<file path="src/hw/rtl/pipc_pkg.sv">
// ----------------------------------------------------------------------------
// pipc_pkg
// Shared types and constants for the panel input poll conditioner.
// ----------------------------------------------------------------------------
package pipc_pkg;

    localparam int ADC_BITS_DEF       = 12;
    localparam int LOG_FRAC_BITS_DEF  = 6;

    localparam int SAMPLE_W  = 12;
    localparam int READING_W = 16;
    localparam int LEVEL_W   = 7;
    localparam int BRIGHT_W  = 8;
    localparam int CFG_IDX_W = 2;
    localparam int CFG_DATA_W = 7;

    localparam logic [READING_W-1:0] LIGHT_FULL_LIMIT = 16'd1600;
    localparam logic [13:0]          CURVE_GAIN_Q8    = 14'd11236;
    localparam logic [15:0]          CURVE_OFFSET_Q8  = 16'd53760;
    localparam logic [BRIGHT_W-1:0]  BRIGHT_RESET     = 8'h9F;
    localparam logic [BRIGHT_W-1:0]  BRIGHT_MAX       = 8'hFF;

    // configuration register indexes
    localparam logic [CFG_IDX_W-1:0] CFG_VOLUME_DEADBAND = 2'd0;
    localparam logic [CFG_IDX_W-1:0] CFG_DEBOUNCE_POLLS  = 2'd1;
    localparam logic [CFG_IDX_W-1:0] CFG_POLL_DIVIDER    = 2'd2;

    // per-tick fields that ride alongside the brightness target pipeline
    typedef struct packed {
        logic [LEVEL_W-1:0] level;
        logic               light_valid;
        logic               card_level;
        logic               card_mounted;
    } item_t;

endpackage

</file>
<file path="src/hw/rtl/panel_input_poll_conditioner_top.sv">
// ----------------------------------------------------------------------------
// panel_input_poll_conditioner_top
// Per poll tick: volume level with deadband, light-to-brightness target,
// card-detect debounce, and a one-step brightness ramp.
// ----------------------------------------------------------------------------
//  channel | handshake            | payload
//  --------+----------------------+---------------------------------------------
//  in      | in_valid / in_ready  | volume_sample, light_valid, light_reading,
//          |                      | card_level, card_mounted
//  out     | out_valid/out_ready  | sampled, volume_set, volume_level,
//          |                      | brightness_changed, brightness_level,
//          |                      | card_insert, card_eject, ramp_idle
//  cfg     | cfg_valid/cfg_ready  | cfg_index, cfg_data (always ready)
//
// One tick per cycle while the output is not stalled. A result passes through
// an input stage, one squaring stage per log fraction bit, the gain multiply,
// the round/saturate stage, then the tick state update into the result
// register. A stalled output holds the whole pipe and drops in_ready. Reset
// restores the default registers and brightness 0x9F.
// ----------------------------------------------------------------------------
module panel_input_poll_conditioner_top #(
    parameter int ADC_BITS      = pipc_pkg::ADC_BITS_DEF,
    parameter int LOG_FRAC_BITS = pipc_pkg::LOG_FRAC_BITS_DEF
) (
    input  logic                             clk,
    input  logic                             rst_n,
    input  logic                             in_valid,
    output logic                             in_ready,
    input  logic [pipc_pkg::SAMPLE_W-1:0]    volume_sample,
    input  logic                             light_valid,
    input  logic [pipc_pkg::READING_W-1:0]   light_reading,
    input  logic                             card_level,
    input  logic                             card_mounted,
    output logic                             out_valid,
    input  logic                             out_ready,
    output logic                             sampled,
    output logic                             volume_set,
    output logic [pipc_pkg::LEVEL_W-1:0]     volume_level,
    output logic                             brightness_changed,
    output logic [pipc_pkg::BRIGHT_W-1:0]    brightness_level,
    output logic                             card_insert,
    output logic                             card_eject,
    output logic                             ramp_idle,
    input  logic                             cfg_valid,
    output logic                             cfg_ready,
    input  logic [pipc_pkg::CFG_IDX_W-1:0]   cfg_index,
    input  logic [pipc_pkg::CFG_DATA_W-1:0]  cfg_data
);
    import pipc_pkg::*;

    logic                advance;
    logic [15:0]         sample_ext;
    item_t               in_item;
    logic                pipe_valid;
    item_t               pipe_item;
    logic [BRIGHT_W-1:0] pipe_target;

    // configuration
    logic [6:0] deadband_reg;
    logic [2:0] debounce_reg;
    logic [3:0] divider_reg;

    // tick state
    logic [LEVEL_W-1:0]  volume_last_reg, volume_last_next;
    logic                volume_seen_reg, volume_seen_next;
    logic                card_last_reg, card_last_next;
    logic                card_seen_reg, card_seen_next;
    logic [2:0]          card_count_reg, card_count_next;
    logic [BRIGHT_W-1:0] bright_now_reg, bright_now_next;
    logic [BRIGHT_W-1:0] bright_goal_reg, bright_goal_next;
    logic [3:0]          phase_reg, phase_next;

    // result register
    logic                out_valid_reg;
    logic                sampled_reg, sampled_next;
    logic                vset_reg, vset_next;
    logic [LEVEL_W-1:0]  vlevel_reg, vlevel_next;
    logic                changed_reg, changed_next;
    logic                insert_reg, insert_next;
    logic                eject_reg, eject_next;

    logic [LEVEL_W-1:0]  vol_diff;
    logic                fire;
    logic [3:0]          phase_inc;

    assign advance   = !out_valid_reg || out_ready;
    assign in_ready  = advance;
    assign cfg_ready = 1'b1;

    assign sample_ext = 16'(volume_sample);

    always_comb
    begin
        in_item.level        = sample_ext[ADC_BITS-1 -: LEVEL_W];
        in_item.light_valid  = light_valid;
        in_item.card_level   = card_level;
        in_item.card_mounted = card_mounted;
    end

    pipc_target_pipe #(
        .LOG_FRAC_BITS (LOG_FRAC_BITS)
    ) u_target_pipe (
        .clk           (clk),
        .rst_n         (rst_n),
        .advance       (advance),
        .in_valid      (in_valid),
        .in_item       (in_item),
        .light_reading (light_reading),
        .out_valid     (pipe_valid),
        .out_item      (pipe_item),
        .out_target    (pipe_target)
    );

    always_comb
    begin
        volume_last_next = volume_last_reg;
        volume_seen_next = volume_seen_reg;
        card_last_next   = card_last_reg;
        card_seen_next   = card_seen_reg;
        card_count_next  = card_count_reg;
        bright_goal_next = bright_goal_reg;
        bright_now_next  = bright_now_reg;
        phase_next       = '0;
        sampled_next     = 1'b0;
        vset_next        = 1'b0;
        vlevel_next      = '0;
        changed_next     = 1'b0;
        insert_next      = 1'b0;
        eject_next       = 1'b0;
        fire             = 1'b0;
        phase_inc        = phase_reg + 4'd1;

        vol_diff = (pipe_item.level > volume_last_reg) ? pipe_item.level - volume_last_reg
                                                       : volume_last_reg - pipe_item.level;

        if (phase_reg == 4'd0)
        begin
            sampled_next = 1'b1;
            vlevel_next  = pipe_item.level;
            if (!volume_seen_reg || vol_diff > deadband_reg)
            begin
                vset_next        = 1'b1;
                volume_last_next = pipe_item.level;
                volume_seen_next = 1'b1;
            end

            if (pipe_item.light_valid)
            begin
                bright_goal_next = pipe_target;
            end

            // a change restarts the stable run; the event fires once per run
            if (!card_seen_reg || card_last_reg != pipe_item.card_level)
            begin
                card_last_next  = pipe_item.card_level;
                card_seen_next  = 1'b1;
                card_count_next = '0;
                fire            = debounce_reg == 3'd0;
            end
            else if (card_count_reg < debounce_reg)
            begin
                card_count_next = card_count_reg + 3'd1;
                fire            = card_count_next == debounce_reg;
            end

            if (fire)
            begin
                if (!card_last_next)
                begin
                    insert_next = 1'b1;
                end
                else if (pipe_item.card_mounted)
                begin
                    eject_next = 1'b1;
                end
            end
        end

        if (bright_now_reg != bright_goal_next)
        begin
            bright_now_next = (bright_now_reg < bright_goal_next) ? bright_now_reg + 8'd1
                                                                  : bright_now_reg - 8'd1;
            changed_next    = 1'b1;
            phase_next      = (phase_inc >= divider_reg) ? 4'd0 : phase_inc;
        end
    end

    always_ff @(posedge clk or negedge rst_n)
    begin
        if (!rst_n)
        begin
            deadband_reg <= 7'd1;
            debounce_reg <= 3'd3;
            divider_reg  <= 4'd10;
        end
        else if (cfg_valid)
        begin
            case (cfg_index)
                CFG_VOLUME_DEADBAND: deadband_reg <= cfg_data;
                CFG_DEBOUNCE_POLLS:  debounce_reg <= cfg_data[2:0];
                CFG_POLL_DIVIDER:    divider_reg  <= cfg_data[3:0];
                default:             ;
            endcase
        end
    end

    always_ff @(posedge clk or negedge rst_n)
    begin
        if (!rst_n)
        begin
            volume_last_reg <= '0;
            volume_seen_reg <= 1'b0;
            card_last_reg   <= 1'b0;
            card_seen_reg   <= 1'b0;
            card_count_reg  <= '0;
            bright_now_reg  <= BRIGHT_RESET;
            bright_goal_reg <= BRIGHT_RESET;
            phase_reg       <= '0;
            out_valid_reg   <= 1'b0;
        end
        else if (advance)
        begin
            out_valid_reg <= pipe_valid;
            if (pipe_valid)
            begin
                volume_last_reg <= volume_last_next;
                volume_seen_reg <= volume_seen_next;
                card_last_reg   <= card_last_next;
                card_seen_reg   <= card_seen_next;
                card_count_reg  <= card_count_next;
                bright_now_reg  <= bright_now_next;
                bright_goal_reg <= bright_goal_next;
                phase_reg       <= phase_next;
            end
        end
    end

    always_ff @(posedge clk)
    begin
        if (advance && pipe_valid)
        begin
            sampled_reg <= sampled_next;
            vset_reg    <= vset_next;
            vlevel_reg  <= vlevel_next;
            changed_reg <= changed_next;
            insert_reg  <= insert_next;
            eject_reg   <= eject_next;
        end
    end

    assign out_valid          = out_valid_reg;
    assign sampled            = sampled_reg;
    assign volume_set         = vset_reg;
    assign volume_level       = vlevel_reg;
    assign brightness_changed = changed_reg;
    assign brightness_level   = bright_now_reg;
    assign card_insert        = insert_reg;
    assign card_eject         = eject_reg;
    assign ramp_idle          = !changed_reg;

endmodule

</file>
<file path="src/hw/rtl/pipc_target_pipe.sv">
// ----------------------------------------------------------------------------
// pipc_target_pipe
// Light reading to brightness target: log2 by repeated squaring, one fraction
// bit per stage, then gain/offset multiply and a round/saturate stage.
// ----------------------------------------------------------------------------
module pipc_target_pipe #(
    parameter int LOG_FRAC_BITS = pipc_pkg::LOG_FRAC_BITS_DEF
) (
    input  logic                            clk,
    input  logic                            rst_n,
    input  logic                            advance,
    input  logic                            in_valid,
    input  pipc_pkg::item_t                 in_item,
    input  logic [pipc_pkg::READING_W-1:0]  light_reading,
    output logic                            out_valid,
    output pipc_pkg::item_t                 out_item,
    output logic [pipc_pkg::BRIGHT_W-1:0]   out_target
);
    import pipc_pkg::*;

    localparam int NSQ       = LOG_FRAC_BITS;
    localparam int L_W       = 4 + LOG_FRAC_BITS;
    localparam int POS_W     = 18 + LOG_FRAC_BITS;
    localparam int RND_SHIFT = 8 + LOG_FRAC_BITS;
    localparam int V_W       = POS_W + 1 - RND_SHIFT;
    localparam logic [POS_W-1:0] NEG  = POS_W'(CURVE_OFFSET_Q8) << LOG_FRAC_BITS;
    localparam logic [POS_W:0]   HALF = (POS_W + 1)'(1) << (RND_SHIFT - 1);

    // stage 0 is the input register, stage k holds k fraction bits
    logic                     vld_reg  [0:NSQ];
    item_t                    item_reg [0:NSQ];
    logic [3:0]               exp_reg  [0:NSQ];
    logic [15:0]              mant_reg [0:NSQ];
    logic [LOG_FRAC_BITS-1:0] frac_reg [0:NSQ];
    logic                     full_reg [0:NSQ];
    logic                     zero_reg [0:NSQ];

    logic [16:0]              sq        [1:NSQ];
    logic [15:0]              mant_next [1:NSQ];
    logic [LOG_FRAC_BITS-1:0] frac_next [1:NSQ];

    logic                     vld_p_reg;
    item_t                    item_p_reg;
    logic                     full_p_reg;
    logic                     zero_p_reg;
    logic [POS_W-1:0]         pos_reg;

    logic                     vld_t_reg;
    item_t                    item_t_reg;
    logic [BRIGHT_W-1:0]      tgt_reg;

    logic [3:0]               exp_in;
    logic [15:0]              mant_in;
    logic [L_W-1:0]           log_val;
    logic [POS_W-1:0]         pos_next;
    logic [POS_W-1:0]         diff;
    logic [POS_W:0]           rnd;
    logic [V_W-1:0]           v;
    logic [BRIGHT_W-1:0]      tgt_next;

    // top set bit; bit 0 is never tested, so zero and one both give 0
    always_comb
    begin
        exp_in = 4'd0;
        for (int i = 1; i < READING_W; i++)
        begin
            if (light_reading[i])
            begin
                exp_in = 4'(i);
            end
        end
        mant_in = light_reading << (4'd15 - exp_in);
    end

    always_comb
    begin
        for (int k = 1; k <= NSQ; k++)
        begin
            sq[k] = 17'((32'(mant_reg[k-1]) * 32'(mant_reg[k-1])) >> 15);
            mant_next[k] = sq[k][16] ? sq[k][16:1] : sq[k][15:0];
            frac_next[k] = {frac_reg[k-1][LOG_FRAC_BITS-2:0], sq[k][16]};
        end
    end

    assign log_val  = {exp_reg[NSQ], frac_reg[NSQ]};
    assign pos_next = POS_W'(CURVE_GAIN_Q8) * POS_W'(log_val);

    always_comb
    begin
        diff = pos_reg - NEG;
        rnd  = (POS_W + 1)'(diff) + HALF;
        v    = V_W'(rnd >> RND_SHIFT);
        if (full_p_reg)
        begin
            tgt_next = BRIGHT_MAX;
        end
        else if (zero_p_reg || pos_reg <= NEG)
        begin
            tgt_next = '0;
        end
        else if (v > V_W'(BRIGHT_MAX))
        begin
            tgt_next = BRIGHT_MAX;
        end
        else
        begin
            tgt_next = v[BRIGHT_W-1:0];
        end
    end

    always_ff @(posedge clk or negedge rst_n)
    begin
        if (!rst_n)
        begin
            for (int k = 0; k <= NSQ; k++)
            begin
                vld_reg[k] <= 1'b0;
            end
            vld_p_reg <= 1'b0;
            vld_t_reg <= 1'b0;
        end
        else if (advance)
        begin
            vld_reg[0] <= in_valid;
            for (int k = 1; k <= NSQ; k++)
            begin
                vld_reg[k] <= vld_reg[k-1];
            end
            vld_p_reg <= vld_reg[NSQ];
            vld_t_reg <= vld_p_reg;
        end
    end

    always_ff @(posedge clk)
    begin
        if (advance)
        begin
            item_reg[0] <= in_item;
            exp_reg[0]  <= exp_in;
            mant_reg[0] <= mant_in;
            frac_reg[0] <= '0;
            full_reg[0] <= light_reading > LIGHT_FULL_LIMIT;
            zero_reg[0] <= light_reading == '0;
            for (int k = 1; k <= NSQ; k++)
            begin
                item_reg[k] <= item_reg[k-1];
                exp_reg[k]  <= exp_reg[k-1];
                mant_reg[k] <= mant_next[k];
                frac_reg[k] <= frac_next[k];
                full_reg[k] <= full_reg[k-1];
                zero_reg[k] <= zero_reg[k-1];
            end
            item_p_reg <= item_reg[NSQ];
            full_p_reg <= full_reg[NSQ];
            zero_p_reg <= zero_reg[NSQ];
            pos_reg    <= pos_next;
            item_t_reg <= item_p_reg;
            tgt_reg    <= tgt_next;
        end
    end

    assign out_valid  = vld_t_reg;
    assign out_item   = item_t_reg;
    assign out_target = tgt_reg;

endmodule

</file>
<file path="config.mk">
export PLATFORM = sky130hd
export DESIGN_NAME = panel_input_poll_conditioner_top
export DESIGN_NICKNAME = d
export VERILOG_FILES = /design/src/hw/rtl/pipc_pkg.sv /design/src/hw/rtl/panel_input_poll_conditioner_top.sv /design/src/hw/rtl/pipc_target_pipe.sv
export SDC_FILE = /design/constraint.sdc
export NUM_CORES = 2
export LEC_CHECK = 0
export BUFFER_PORTS_ARGS = -buffer_cell sky130_fd_sc_hd__buf_2
export CORE_MARGIN = 1
export CORE_UTILIZATION = 30
export DETAILED_ROUTE_END_ITERATION = 7
export HOLD_SLACK_MARGIN = 0.08
export PLACE_DENSITY = 0.44
export SETUP_SLACK_MARGIN = 0.1
export SKIP_LAST_GASP = 1
export SYNTH_ARGS = -nofsm -noshare
export SYNTH_HDL_FRONTEND = slang
export SYNTH_SLANG_ARGS = --single-unit
</file>
<file path="constraint.sdc">
create_clock -name clk -period 22.6 [get_ports clk]
set_input_delay 2.26 -clock clk [delete_from_list [all_inputs] [get_ports clk]]
set_output_delay 2.26 -clock clk [all_outputs]
set_load 0.02 [all_outputs]
</file>
==> run metrics <==
status=finished clean; core area=191,000 um2; WP data required=23,030 ps; Bufs and invs on worst path=5; EDFF count, synth=293; die area=194,000 um2; mux contribution to synthesized area=0.0161; Crit Path Class=reg2reg; gpl congestion=0.780; Adder-Cell Fraction of Synth Area=0.502; commonest cells in the netlist=inv_1 (1,582), fa_1 (1,007), ha_1 (704); Syn Nets=7,626; syn avg cell area=9.83 um2; setup tns final=0 ps; share of cells above drive strength 1=0.0439; predominant post-synthesis flop cell=edfxtp_1; post-synth cell types=77; All-Layer GR Usage=0.133; worst rel slew slack=0.191; post-synthesis xor/xnor area fraction=0.0241; MaxCap Viol Count=0; Yosys warning total=0; R2R Path Start=u_target_pipe.mant_reg[4][6]; P&R area growth vs syn=8.01%; Worst path most repeated cell=fa_1; complex-gate fraction of the synthesized area=0.0606; width of the die=441 um; Routed wire per std cell=14.6 um; Pre-Repair DR Iteration Count=5; Setup WS pre-CTS=14,430 ps; std cell rows=160; CP Cell Sequence=nand2_1 > fa_1 > inv_1 > fa_1 > fa_1 > fa_1 > fa_1 > inv_1 > fa_1 > inv_1 > ha_1 > and4_1 > o221ai_1 > a21oi_1 > a2111oi_2 > o31ai_1 > a21oi_2 > xnor2_2 > buf_4 > inv_1 > a22o_1 > a221oi_1; Post-synth ARST share=0.163; final wirelength=123 mm; DP Wirelength=98.3 mm; slowest stage cell, crit path=edfxtp_1; Critical Path Sink Type=flip-flop; input/output buffers=62; Die H=441 um; FF+latch count, synth=350; part of the cycle the worst path needs=0.355; Starting Density=0.303; Synth Cell Area=57,700 um2; count leader, synth=inv_1; hold crit path type=reg2reg; CTS tree=done; Worst path depth=22; Vias/cell=4.40; Crit path largest cell delay=900 ps; critical path launch point=u_target_pipe.mant_reg[4][6]; Tmin final=8020 ps; Setup Viol. Count Final=0; CTS-repair resized insts=0; most area-consuming cells after synthesis=fa_1 (35%), ha_1 (15%), edfxtp_1 (15%), inv_1 (10%), nand2_1 (3.7%); Final Cell Area=62,300 um2; CTS Buf Count=44; CTS Root Cell=clkbuf_16; grt ovf=0; vias in the first global route=41,100; Setup crit start kind=flip-flop; Iter 0 DRT Violations=1,268; reg2reg path depth=22; initial antenna violation count=0; Hold-fix buffers, CTS=0; Synth Area in Simple Gates=0.106; via count=36,900; ANT nets after route=0; Synth area leader=fa_1; worst-path maximum fanout=38; Gate Count Post-Synth=5,870; reg2reg end=u_target_pipe.mant_reg[5][12]; highest clock rate=125 MHz; CP delay by family, top=adder cells; placed instance area=60,800 um2; Clock Latency Late Sink=640 ps; H-tree lvl count=2; worst-margin pin slew=1210 ps; first-pass GRT wire length=211 mm; CP Data Arrival Time=8450 ps; Worst Hold Depth=0; DRC viols=0; Net count, final=7,601; Worst Setup EP=u_target_pipe.mant_reg[5][12]; final worst slack=14,580 ps; unrepaired setup endpoints after global routing=no; Hold Fails Final Rpt=0; Antenna diodes=0; sequential element share of the synthesized area=0.178; largest net degree at the start of global routing=72; Setup Fix Bufs, Post-CTS=0; area share of the largest cell type after synthesis=0.349; clk sinks=350; Final Skew=25.5 ps; R2R Setup Slk=14,580 ps; largest family of logic cells by synthesized area=adder cells; Slew Limit Fails=0; Largest register FFs=96; # IOs=69; clk buf depth=3; Clk pin slew, worst setup/hold paths=60 ps
## kinds of logic (layout without fill, tap and decap cells)
| group | count (synthesis) | after routing |
|---|---|---|
| muxes | 88 | 88 |
| adders and majority gates | 1711 | 1711 |
| other | 1 | 1 |
| DFF | 350 | 350 |
| and+or+nand+nor | 1292 | 1292 |
| AOI/OAI and AO/OA | 529 | 529 |
| buffers and inverters | 1741 | 1750 |
| xor gates and xnor gates | 158 | 158 |
## how the worst min path moves through the flow
stage	from	endpoint	slack, ps
after floorplan	u_target_pipe.exp_reg[0][0]	u_target_pipe.exp_reg[1][0]	400
after global placement	u_target_pipe.item_reg[4][3]	u_target_pipe.item_reg[5][3]	400
after detailed placement	u_target_pipe.full_reg[4]	u_target_pipe.full_reg[5]	400
after CTS	u_target_pipe.exp_reg[1][0]	u_target_pipe.exp_reg[2][0]	420
after global routing	u_target_pipe.item_reg[4][5]	u_target_pipe.item_reg[5][5]	420
final	u_target_pipe.exp_reg[2][3]	u_target_pipe.exp_reg[3][3]	410
## cells in the final DEF (no fill, tap or decap), drive strengths merged, types with 26 or more instances in the layout
cell type	instances
a21o	81
a21oi	144
and2	250
buf	88
clkbuf	56
dfrtp	40
edfxtp	293
fa	1007
ha	704
inv	1583
mux2	39
mux2i	49
nand2	564
nand2b	40
nand3	35
nor2	212
nor2b	37
nor3	40
o21a	26
o21ai	113
xnor2	102
xor2	56
## metrics by stage
step,util,cells,hold WS (ps)
6_report,0.327,8390,405
5_1_grt,0.327,8390,418
4_1_cts,0.327,8390,416
3_5_place_dp,0.319,8310,405
3_3_place_gp,0.319,8310,400
2_1_floorplan,-,5870,400
## final cells by class
| cell class | instances | area [um2] |
|---|---|---|
| clock buffer | 56 | 1220 |
| clock inverter | 24 | 333 |
| fill | 19800 | 128000 |
| inverter | 1582 | 5940 |
| multi-input combinational | 3779 | 40900 |
| sequential | 350 | 10200 |
| tap | 2511 | 3140 |
| timing repair buffer | 88 | 505 |
## layer usage
metal / vias up / global-route usage / part of all wire
met4: 0 / 0.0199 / 0.012
met5: - / 0 / 0
met3: 90 / 0.0139 / 0.022
li1: 18000 / - / -
met1: 18600 / 0.176 / 0.47
met2: 239 / 0.238 / 0.50
Power is left out: the tool's default activity adds up to more than one toggle a clock period on the data nets, which glitch-free logic cannot reach.
